--- src/sv/periodic_timer_bank_defines.svh ---
// ----------------------------------------------------------------------------
// Periodic timer bank assertion macros
// Clocked on clk, disabled while rst_n is low.
// ----------------------------------------------------------------------------
`ifndef PERIODIC_TIMER_BANK_DEFINES_SVH
`define PERIODIC_TIMER_BANK_DEFINES_SVH

`ifndef NO_ASSERTIONS
// Property that holds at every edge
`define PTB_ASSERT(lbl, prop) \
  lbl: assert property (@(posedge clk) disable iff (!rst_n) (prop)) \
    else $error("periodic_timer_bank check failed");
// Condition that must be followed by an outcome in the next cycle
`define PTB_ASSERT_NEXT(lbl, pre, post) \
  lbl: assert property (@(posedge clk) disable iff (!rst_n) (pre) |=> (post)) \
    else $error("periodic_timer_bank check failed");
`else
`define PTB_ASSERT(lbl, prop)
`define PTB_ASSERT_NEXT(lbl, pre, post)
`endif

`endif

--- src/sv/ptb_pkg.sv ---
// ----------------------------------------------------------------------------
// Periodic timer bank package
// Codes, field widths and constants of the timer bank.
// ----------------------------------------------------------------------------
package ptb_pkg;

  // Bank size default and fixed limits
  localparam int NUM_SLOTS_DEF = 16;
  localparam int NUM_IDS       = 16;
  localparam int RES_CAP       = 16;
  localparam int RPT_W         = $clog2(RES_CAP + 1);
  localparam int PER_W         = 23;
  localparam logic [7:0] MAX_ARG_BYTES = 8'd32;

  // ms / 1000 == (ms >> 3) / 125 == ((ms >> 3) * TICK_RECIP) >> TICK_SHIFT
  localparam int TICK_SHIFT = 36;
  localparam logic [29:0] TICK_RECIP = 30'd549755814;

  // Operations
  localparam logic [1:0] OP_TICK = 2'd0;
  localparam logic [1:0] OP_SET  = 2'd1;
  localparam logic [1:0] OP_KILL = 2'd2;

  // Result kinds
  localparam logic [1:0] KIND_SET    = 2'd0;
  localparam logic [1:0] KIND_KILL   = 2'd1;
  localparam logic [1:0] KIND_EXPIRY = 2'd2;

  // Status codes
  localparam logic [1:0] ST_OK       = 2'd0;
  localparam logic [1:0] ST_BAD_REQ  = 2'd1;
  localparam logic [1:0] ST_ARG_LONG = 2'd2;
  localparam logic [1:0] ST_NO_SLOT  = 2'd3;

endpackage

--- src/sv/periodic_timer_bank.sv ---
// ----------------------------------------------------------------------------
// Periodic timer bank
// Timer slots with a logical id map; period and count live in one RAM.
// ----------------------------------------------------------------------------
//  channel | dir | tdata                                         | tuser     | tlast
//  in_     | in  | timer_id, interval_ms, has_handler, has_arg,  | operation | -
//          |     | arg_len                                       |           |
//  out_    | out | status, slot                                  | kind      | last
//
//  Tick: slot RAM read-modify-write, one slot per cycle unless a stalled result
//  holds the scan, then the final expiry beat is handed out.
//  Set: a bad request is answered without a scan; else the scan steps once per
//  enabled slot below the free one, or over all slots when no slot is free.
//  Kill: releases the mapping and replies.
//  Reset is synchronous; the slot RAM needs no clearing pass (enable bits gate it).
//  A stalled result channel holds the tick scan only when a new expiry must be sent.
`include "periodic_timer_bank_defines.svh"

module periodic_timer_bank
  import ptb_pkg::*;
#(
  parameter int NUM_SLOTS = NUM_SLOTS_DEF
) (
  input  logic        clk,
  input  logic        rst_n,
  input  logic        in_tvalid,
  output logic        in_tready,
  // [3:0] timer_id, [35:4] interval_ms, [36] has_handler, [37] has_arg,
  // [45:38] arg_len, [47:46] zero
  input  logic [47:0] in_tdata,
  // [1:0] operation
  input  logic [1:0]  in_tuser,
  output logic        out_tvalid,
  input  logic        out_tready,
  // [1:0] status, [5:2] slot, [7:6] zero
  output logic [7:0]  out_tdata,
  // [1:0] kind
  output logic [1:0]  out_tuser,
  output logic        out_tlast
);

  localparam int SLOT_W = (NUM_SLOTS > 1) ? $clog2(NUM_SLOTS) : 1;
  localparam int CNT_W  = $clog2(NUM_SLOTS + 1);
  localparam int WORD_W = 2 * PER_W;
  localparam int PROD_W = 59;

  typedef enum logic [7:0] {
    S_IDLE   = 8'b0000_0001,
    S_DIV    = 8'b0000_0010,
    S_CHK    = 8'b0000_0100,
    S_SCAN   = 8'b0000_1000,
    S_KILL   = 8'b0001_0000,
    S_RESP   = 8'b0010_0000,
    S_TICK   = 8'b0100_0000,
    S_TFLUSH = 8'b1000_0000
  } state_t;

  // Control state
  state_t                state_r, state_nxt;
  logic [NUM_SLOTS-1:0]  en_r, en_nxt;
  logic [NUM_IDS-1:0]    map_valid_r, map_valid_nxt;
  logic                  out_valid_r, out_valid_nxt;
  logic                  hold_valid_r, hold_valid_nxt;
  logic                  pend_r, pend_nxt;

  // Payload
  logic [SLOT_W-1:0]     map_slot_r [NUM_IDS];
  logic [SLOT_W-1:0]     map_slot_nxt [NUM_IDS];
  logic [CNT_W-1:0]      cnt_r, cnt_nxt;
  logic [SLOT_W-1:0]     pend_idx_r, pend_idx_nxt;
  logic [RPT_W-1:0]      n_r, n_nxt;
  logic [3:0]            hold_slot_r, hold_slot_nxt;
  logic [3:0]            id_r, id_nxt;
  logic [31:0]           ms_r, ms_nxt;
  logic                  handler_r, handler_nxt;
  logic                  arg_bad_r, arg_bad_nxt;
  logic [PROD_W-1:0]     prod_r, prod_nxt;
  logic [1:0]            resp_kind_r, resp_kind_nxt;
  logic [1:0]            resp_status_r, resp_status_nxt;
  logic [3:0]            resp_slot_r, resp_slot_nxt;
  logic [1:0]            out_kind_r, out_kind_nxt;
  logic [1:0]            out_status_r, out_status_nxt;
  logic [3:0]            out_slot_r, out_slot_nxt;
  logic                  out_last_r, out_last_nxt;

  // Slot RAM: {period, count} per slot
  logic [WORD_W-1:0]     mem [NUM_SLOTS];
  logic [WORD_W-1:0]     mem_q_r;
  logic                  mem_we, mem_re;
  logic [SLOT_W-1:0]     mem_waddr, mem_raddr;
  logic [WORD_W-1:0]     mem_wdata;

  // Datapath helpers
  logic                  out_free;
  logic [PER_W-1:0]      ticks;
  logic [PER_W-1:0]      q_period, q_count, cnt_inc;
  logic                  p_en, hit, want_report, stall;
  logic [SLOT_W-1:0]     scan_idx;

  assign in_tready  = (state_r == S_IDLE);
  assign out_tvalid = out_valid_r;
  assign out_tdata  = {2'b00, out_slot_r, out_status_r};
  assign out_tuser  = out_kind_r;
  assign out_tlast  = out_last_r;

  assign out_free = !out_valid_r || out_tready;
  assign ticks    = prod_r[TICK_SHIFT +: PER_W];
  assign scan_idx = cnt_r[SLOT_W-1:0];

  // Tick pipeline: slot at pend_idx_r has its RAM word in mem_q_r
  assign q_period    = mem_q_r[WORD_W-1:PER_W];
  assign q_count     = mem_q_r[PER_W-1:0];
  assign cnt_inc     = q_count + PER_W'(1);
  assign p_en        = pend_r && en_r[pend_idx_r];
  assign hit         = p_en && (cnt_inc == q_period);
  assign want_report = hit && (n_r < RPT_W'(RES_CAP));
  assign stall       = want_report && hold_valid_r && !out_free;

  // Next-state logic
  always_comb begin
    state_nxt       = state_r;
    en_nxt          = en_r;
    map_valid_nxt   = map_valid_r;
    map_slot_nxt    = map_slot_r;
    hold_valid_nxt  = hold_valid_r;
    pend_nxt        = pend_r;
    cnt_nxt         = cnt_r;
    pend_idx_nxt    = pend_idx_r;
    n_nxt           = n_r;
    hold_slot_nxt   = hold_slot_r;
    id_nxt          = id_r;
    ms_nxt          = ms_r;
    handler_nxt     = handler_r;
    arg_bad_nxt     = arg_bad_r;
    prod_nxt        = prod_r;
    resp_kind_nxt   = resp_kind_r;
    resp_status_nxt = resp_status_r;
    resp_slot_nxt   = resp_slot_r;
    out_valid_nxt   = out_valid_r && !out_tready;
    out_kind_nxt    = out_kind_r;
    out_status_nxt  = out_status_r;
    out_slot_nxt    = out_slot_r;
    out_last_nxt    = out_last_r;
    mem_we          = 1'b0;
    mem_re          = 1'b0;
    mem_waddr       = pend_idx_r;
    mem_wdata       = {q_period, cnt_inc};
    mem_raddr       = cnt_r[SLOT_W-1:0];

    unique case (state_r)
      // Take a beat and dispatch on the operation
      S_IDLE: begin
        if (in_tvalid) begin
          id_nxt      = in_tdata[3:0];
          ms_nxt      = in_tdata[35:4];
          handler_nxt = in_tdata[36];
          arg_bad_nxt = in_tdata[37] && (in_tdata[45:38] > MAX_ARG_BYTES);
          case (in_tuser)
            OP_TICK: begin
              cnt_nxt        = '0;
              n_nxt          = '0;
              pend_nxt       = 1'b0;
              hold_valid_nxt = 1'b0;
              state_nxt      = S_TICK;
            end
            OP_SET:  state_nxt = S_DIV;
            OP_KILL: state_nxt = S_KILL;
            default: state_nxt = S_IDLE;
          endcase
        end
      end

      // Multiply by the reciprocal of 1000 and release the old mapping
      S_DIV: begin
        prod_nxt = PROD_W'(ms_r[31:3] * TICK_RECIP);
        if (map_valid_r[id_r]) begin
          en_nxt[map_slot_r[id_r]] = 1'b0;
          map_valid_nxt[id_r]      = 1'b0;
        end
        state_nxt = S_CHK;
      end

      // Reject a missing handler or a zero period, else start the scan
      S_CHK: begin
        resp_kind_nxt = KIND_SET;
        resp_slot_nxt = 4'd0;
        if (!handler_r || (ticks == '0)) begin
          resp_status_nxt = ST_BAD_REQ;
          state_nxt       = S_RESP;
        end else begin
          cnt_nxt   = '0;
          state_nxt = S_SCAN;
        end
      end

      // Walk the enable bits for the lowest free slot
      S_SCAN: begin
        if (cnt_r == CNT_W'(NUM_SLOTS)) begin
          resp_status_nxt = ST_NO_SLOT;
          state_nxt       = S_RESP;
        end else if (!en_r[scan_idx]) begin
          if (arg_bad_r) begin
            resp_status_nxt = ST_ARG_LONG;
          end else begin
            en_nxt[scan_idx]    = 1'b1;
            mem_we              = 1'b1;
            mem_waddr           = scan_idx;
            mem_wdata           = {ticks, PER_W'(0)};
            map_valid_nxt[id_r] = 1'b1;
            map_slot_nxt[id_r]  = scan_idx;
            resp_status_nxt     = ST_OK;
            resp_slot_nxt       = 4'(scan_idx);
          end
          state_nxt = S_RESP;
        end else begin
          cnt_nxt = cnt_r + CNT_W'(1);
        end
      end

      // Release the mapped slot
      S_KILL: begin
        if (map_valid_r[id_r]) begin
          en_nxt[map_slot_r[id_r]] = 1'b0;
          map_valid_nxt[id_r]      = 1'b0;
        end
        resp_kind_nxt   = KIND_KILL;
        resp_status_nxt = ST_OK;
        resp_slot_nxt   = 4'd0;
        state_nxt       = S_RESP;
      end

      // Hand the single reply beat to the output register
      S_RESP: begin
        if (out_free) begin
          out_valid_nxt  = 1'b1;
          out_kind_nxt   = resp_kind_r;
          out_status_nxt = resp_status_r;
          out_slot_nxt   = resp_slot_r;
          out_last_nxt   = 1'b1;
          state_nxt      = S_IDLE;
        end
      end

      // Read slot cnt_r while updating slot pend_idx_r; keep one expiry
      // in hold so the final beat can carry last
      S_TICK: begin
        if (!stall) begin
          if (p_en) begin
            mem_we    = 1'b1;
            mem_wdata = {q_period, hit ? PER_W'(0) : cnt_inc};
          end
          if (want_report) begin
            if (hold_valid_r) begin
              out_valid_nxt  = 1'b1;
              out_kind_nxt   = KIND_EXPIRY;
              out_status_nxt = ST_OK;
              out_slot_nxt   = hold_slot_r;
              out_last_nxt   = 1'b0;
            end
            hold_valid_nxt = 1'b1;
            hold_slot_nxt  = 4'(pend_idx_r);
            n_nxt          = n_r + RPT_W'(1);
          end
          if (cnt_r < CNT_W'(NUM_SLOTS)) begin
            mem_re       = 1'b1;
            pend_nxt     = 1'b1;
            pend_idx_nxt = cnt_r[SLOT_W-1:0];
            cnt_nxt      = cnt_r + CNT_W'(1);
          end else begin
            pend_nxt  = 1'b0;
            state_nxt = S_TFLUSH;
          end
        end
      end

      // Send the held expiry, if any, as the final beat
      S_TFLUSH: begin
        if (!hold_valid_r) begin
          state_nxt = S_IDLE;
        end else if (out_free) begin
          out_valid_nxt  = 1'b1;
          out_kind_nxt   = KIND_EXPIRY;
          out_status_nxt = ST_OK;
          out_slot_nxt   = hold_slot_r;
          out_last_nxt   = 1'b1;
          hold_valid_nxt = 1'b0;
          state_nxt      = S_IDLE;
        end
      end

      default: state_nxt = S_IDLE;
    endcase
  end

  // Control registers
  always_ff @(posedge clk) begin
    if (!rst_n) begin
      state_r      <= S_IDLE;
      en_r         <= '0;
      map_valid_r  <= '0;
      out_valid_r  <= 1'b0;
      hold_valid_r <= 1'b0;
      pend_r       <= 1'b0;
    end else begin
      state_r      <= state_nxt;
      en_r         <= en_nxt;
      map_valid_r  <= map_valid_nxt;
      out_valid_r  <= out_valid_nxt;
      hold_valid_r <= hold_valid_nxt;
      pend_r       <= pend_nxt;
    end
  end

  // Payload registers
  always_ff @(posedge clk) begin
    map_slot_r    <= map_slot_nxt;
    cnt_r         <= cnt_nxt;
    pend_idx_r    <= pend_idx_nxt;
    n_r           <= n_nxt;
    hold_slot_r   <= hold_slot_nxt;
    id_r          <= id_nxt;
    ms_r          <= ms_nxt;
    handler_r     <= handler_nxt;
    arg_bad_r     <= arg_bad_nxt;
    prod_r        <= prod_nxt;
    resp_kind_r   <= resp_kind_nxt;
    resp_status_r <= resp_status_nxt;
    resp_slot_r   <= resp_slot_nxt;
    out_kind_r    <= out_kind_nxt;
    out_status_r  <= out_status_nxt;
    out_slot_r    <= out_slot_nxt;
    out_last_r    <= out_last_nxt;
  end

  // Slot RAM; tick reads slot i+1 while writing slot i, so no entry overlaps
  always_ff @(posedge clk) begin
    if (mem_we) begin
      mem[mem_waddr] <= mem_wdata;
    end
    if (mem_re) begin
      mem_q_r <= mem[mem_raddr];
    end
  end

  // Checks
  `PTB_ASSERT(a_idle_clean, in_tready |-> (!hold_valid_r && !pend_r))
  `PTB_ASSERT(a_pend_in_tick, pend_r |-> (state_r == S_TICK))
  `PTB_ASSERT(a_report_cap, (state_r == S_TICK) |-> (n_r <= RPT_W'(RES_CAP)))
  `PTB_ASSERT_NEXT(a_flush_ends, (state_r == S_TFLUSH) && !hold_valid_r, state_r == S_IDLE)

endmodule
--- config.mk ---
export PLATFORM = sky130hd
export DESIGN_NAME = periodic_timer_bank
export DESIGN_NICKNAME = d
export VERILOG_FILES = /design/src/sv/ptb_pkg.sv /design/src/sv/periodic_timer_bank.sv
export VERILOG_INCLUDE_DIRS = /design/src /design/src/sv
export SDC_FILE = /design/constraint.sdc
export NUM_CORES = 2
export LEC_CHECK = 0
export ABC_AREA = 1
export BUFFER_PORTS_ARGS = -buffer_cell sky130_fd_sc_hd__clkbuf_2
export CAP_MARGIN = 25
export CELL_PAD_IN_SITES_DETAIL_PLACEMENT = 1
export CELL_PAD_IN_SITES_GLOBAL_PLACEMENT = 1
export CORE_MARGIN = 1
export CORE_UTILIZATION = 52
export DETAILED_ROUTE_END_ITERATION = 16
export MAX_ROUTING_LAYER = met4
export PLACE_DENSITY_LB_ADDON = 0.1
export SLEW_MARGIN = 5
export SYNTH_ARGS = -nofsm -noshare
export SYNTH_HDL_FRONTEND = slang
export SYNTH_SLANG_ARGS = --single-unit
--- constraint.sdc ---
create_clock -name clk -period 8.5 [get_ports clk]
set_input_delay 2.125 -clock clk [delete_from_list [all_inputs] [get_ports clk]]
set_output_delay 2.125 -clock clk [all_outputs]
set_load 0.1 [all_outputs]
Word level (Yosys, flattened, before mapping)
Memories as Yosys holds them, arrays and structs flattened. A register that Yosys moved wholly into a read port is not among the register bits. Index checks and enable logic that the tools add are counted.

Input port bits: 54. Register bits: 238. Bits in writable memories: 736. Memories: 1. Word-level logic and storage cells: 262.

Bitwise logic cells: 11. Add/subtract/negate cells: 3. Reduce and logical (&&, ||, !) cells: 43. Mux-type cells: 123. Multipliers: 1. Equality and inequality tests: 30. $lt $le $gt $ge: 12.

Memory list: mem (depth 16, width 46, read ports 1, clocked after memory_dff 1, wr ports 1, line periodic_timer_bank.sv:87) `logic [WORD_W-1:0] mem [NUM_SLOTS];`.

Operators by type and width (number): $mux W46 (3); $mux W16 (8); $pmux W46 S2 (1); $mux W23 (3); $bwmux W64 (1); $mux W4 (16); $pmux W16 S2 (2); $pmux W8 S8 (1); $mul A29 B29 Y58 const B (1); $mux W8 (7); $mux W5 (9); $mux W1 (33); $and A16 B16 Y16 (2); $mux W2 (16); $not A16 Y16 (2); $or A16 B16 Y16 (2); $ne A2 B2 Y1 const B (15); $add A23 B1 Y23 const B (1); $eq A23 B23 Y1 (1); $logic_not A23 Y1 (1); $pmux W7 S3 (1); $lt A4 B5 Y1 const B (4); $pmux W5 S4 (1); $reduce_and A5 Y1 (4); other kinds (46) (88).

Depth between registers and ports, before layout
Depth in word-level cells: 12. Depth in mapped cells: 27. Mapped depth without buffers: 27.

Worst setup path before layout
OpenSTA, ideal clock, no wires.

Path type: reg2reg. From: reg ms_r[20]. To: reg prod_r[57] (data pin). Setup time: 265 ps. Cell stages (with the launch flop): 25. Setup slack: 2322 ps. Path buffers: 0. Period minus slack after synthesis: 6178 ps. Arrival time: 5913 ps. Cell sequence: edfxtp_1 > ha_1 > fa_1 > fa_1 > inv_1 > fa_1 > inv_1 > fa_1 > inv_1 > fa_1 > inv_1 > fa_1 > inv_1 > fa_1 > inv_1 > ha_1 > nand2_1 > nor2_1 > inv_1 > nor4_1 > nand2_1 > o211ai_1 > a21oi_1 > o21ai_0 > xor2_1.

Cells in the longest elaborated chain, start to end: 1.

RTL lines: start, declared (line periodic_timer_bank.sv:74) `logic [31:0] ms_r, ms_nxt;`; start signal, assigned (line periodic_timer_bank.sv:322) `ms_r <= ms_nxt;`; $mul A29 B29 Y58 (line periodic_timer_bank.sv:175) `prod_nxt = PROD_W'(ms_r[31:3] * TICK_RECIP);`; end signal, assigned (line periodic_timer_bank.sv:325) `prod_r <= prod_nxt;`; end, declared (line periodic_timer_bank.sv:77) `logic [PROD_W-1:0] prod_r, prod_nxt;`.

Every way passes these cells. A chain may end at the register's enable or synchronous reset.

Worst setup path in the final report
From: reg ms_r[12]. To: reg prod_r[56] (data pin).

Same word-level chain as after synthesis.

==> out/summary.txt <==
crit path launch type: flop
Seq/Total Area, Yosys: 53.71%
crit-path max FO: 11
RSZ-0062 raised after global routing: false
worst-case clock buffer depth: 3
hold buffers post-CTS: 0
top_reg_cell synth: edfxtp_1
final hold vios: 0
Synth area leader: edfxtp_1
Synth async-reset ratio: 0%
Sink Count: 981
die area: 0.1052 mm^2
routability cong.: 0.8810
highest clock rate: 138.7 MHz
Clock Latency Late Sink: 720 ps
WP data required: 8980 ps
vias post-DR: 37521
antenna-violating nets left: 0
Max-cap violations: 0
crit path kind: reg -> reg
Clock transition at path regs: 60 ps
drt first-iter violations: 2995
hpwl dp: 100400 um
dpl cell area: 0.05585 mm^2
HP Class: reg -> reg
final antenna diode count: 0
min cycle time layout: 7208 ps
R2R Setup Slk: 1290 ps
GRT Total Usage: 30.69%
DIE HEIGHT: 324.4 um
Multi-input gate area: 0.02167 mm^2
Boundary Pins: 67
Post-synth top cells: 938 x edfxtp_1, 737 x inv_1, 590 x nor2_1
area share of the largest cell type after synthesis: 52.11%
synth top area cells: edfxtp_1 52%, fa_1 9.8%, ha_1 8.6%
filler cell count: 10815
Finished Cell Area: 0.05906 mm^2
Post-CTS Setup Repair Bufs: 0
share of cells above drive strength 1: 6.197%
Setup violations, final: 0
CP Capture Type: flop
I/O Buffers: 59
Register Area: 0.02903 mm^2
Fin Hold WS: 483.0 ps
EDFF count, synth: 938
Post-Synthesis Cell Area: 0.05405 mm^2
clock skew: 53.23 ps
DRT Pass-1 Iters: 6
synthesis-stage register bit count: 981
Layout Area Growth over Synthesis: 9.278%
core box area: 0.1025 mm^2
Starting Density: 52.74%
TritonCTS Buffers: 100
first-pass GRT wire length: 238800 um
# nets final: 5672
final WL: 156400 um
critical path arrival: 7690 ps
# rows: 117
Mapped Cells: 4957
largest net degree at the start of global routing: 192
Tcrit/Tclk final: 84.80%
actual slew at the worst max-slew pin: 1092 ps
Fin Setup TNS: 0 ps
outcome: completed
yosys warns: 0
Root Buffer: clkbuf_16
Die W: 324.4 um
number of global-route vias before repair: 40063
worst rel slew slack: 27.21%
TritonCTS clock tree: built
DR WL/cell: 24.31 um
Synth cell types: 57
Final Max Slew Viols: 0
most common cell in the netlist: edfxtp_1
initial antenna violation count: 0
post-cts repair resize count: 0
post-synthesis average cell area: 10.90 um^2
vias per inst: 5.831
DRC: 0
grt total ovfl: 0
H-tree depth: 3
==> critical path: stages, from the launching register on <==
cell and delay, ps:
edfxtp_1 920, ha_1 400, fa_1 410, fa_1 490, inv_1 50, fa_1 470, inv_1 50, fa_1 490
fa_1 510, fa_1 490, inv_1 50, fa_1 470, inv_1 40, ha_1 330, a21oi_1 290, a21boi_0 360
o21a_1 170, o21ai_0 160, nand3_1 130, nand3_1 200, a21oi_1 230, xor2_1 290
==> metal layers <==
| layer | GRT usage [%] | vias up | share of wire (%) |
|---|---|---|---|
| met5 | - | - | 0 |
| met3 | 3.169 | 253 | 5.4 |
| li1 | - | 17010 | - |
| met4 | 8.438 | 0 | 2.5 |
| met2 | 51.02 | 1041 | 49 |
| met1 | 40.18 | 19217 | 43 |
==> per-stage QoR <==
step / setup WS, ps / cells / utilization, %
after detailed placement: 1360 / 6246 / 54.50
after CTS: 1384 / 6432 / 57.59
after global routing: 1031 / 6435 / 57.64
final: 1292 / 6435 / 57.64
after global placement: 1398 / 6246 / 54.50
after floorplan: 2322 / 4958 / -
==> cells in the final DEF, fill, tap and decap left out, types with 6 or more instances in the layout <==
cell type / n
a21boi_0: 7
a21o_1: 6
a21oi_1: 100
a22oi_1: 16
a31oi_1: 43
and2_1: 10
and3_1: 16
buf_4: 36
bufinv_16: 7
clkbuf_1: 23
clkbuf_16: 100
clkbuf_2: 60
clkinv_1: 28
clkinv_2: 17
dfxtp_1: 43
edfxtp_1: 938
fa_1: 265
ha_1: 370
inv_1: 734
inv_2: 9
nand2_1: 588
nand2_2: 7
nand3_1: 143
nand3b_1: 10
nand4_1: 67
nor2_1: 571
nor2_2: 9
nor2_4: 29
nor3_1: 18
nor4_1: 10
o21ai_0: 472
o21ai_1: 8
o21bai_1: 9
o22ai_1: 202
or2_2: 7
xnor2_1: 11
xor2_1: 18
==> logic make-up after synthesis <==
kind of cell,Yosys count,share of synthesized area (%)
flops,981,53.71
other cells,1,0.006938
fa+ha+maj,635,18.38
simple gates,1498,11.77
xor+xnor,30,0.5139
buf+inv,924,6.498
compound gates,888,9.121
==> registers in the layout (all words and copies together) (netlist names), 5 cells and up, named ones only <==
signal      count
mem           736
map_slot_r     64
mem_q_r        46
ms_r           29
prod_r         23
en_r           16
state_r         8
cnt_r           5
n_r             5
==> final timing paths <==
path	cells after the start	end	startpoint
max	21	prod_r[56]	ms_r[12]
min	2	flop	flop
max reg2reg	21	prod_r[56]	ms_r[12]
min reg2reg	2	flop	flop
==> cell type report <==
type	count	area share (%)
flip-flops and latches	981	49.15
well taps	1368	2.898
clock inverters	62	0.9596
multi-input cells	3053	36.69
inverters	746	4.762
repair buffers	101	1.140
clock buffers	124	4.406
Power is left out: the tool's default activity adds up to more than one toggle a clock period on the data nets, which glitch-free logic cannot reach.
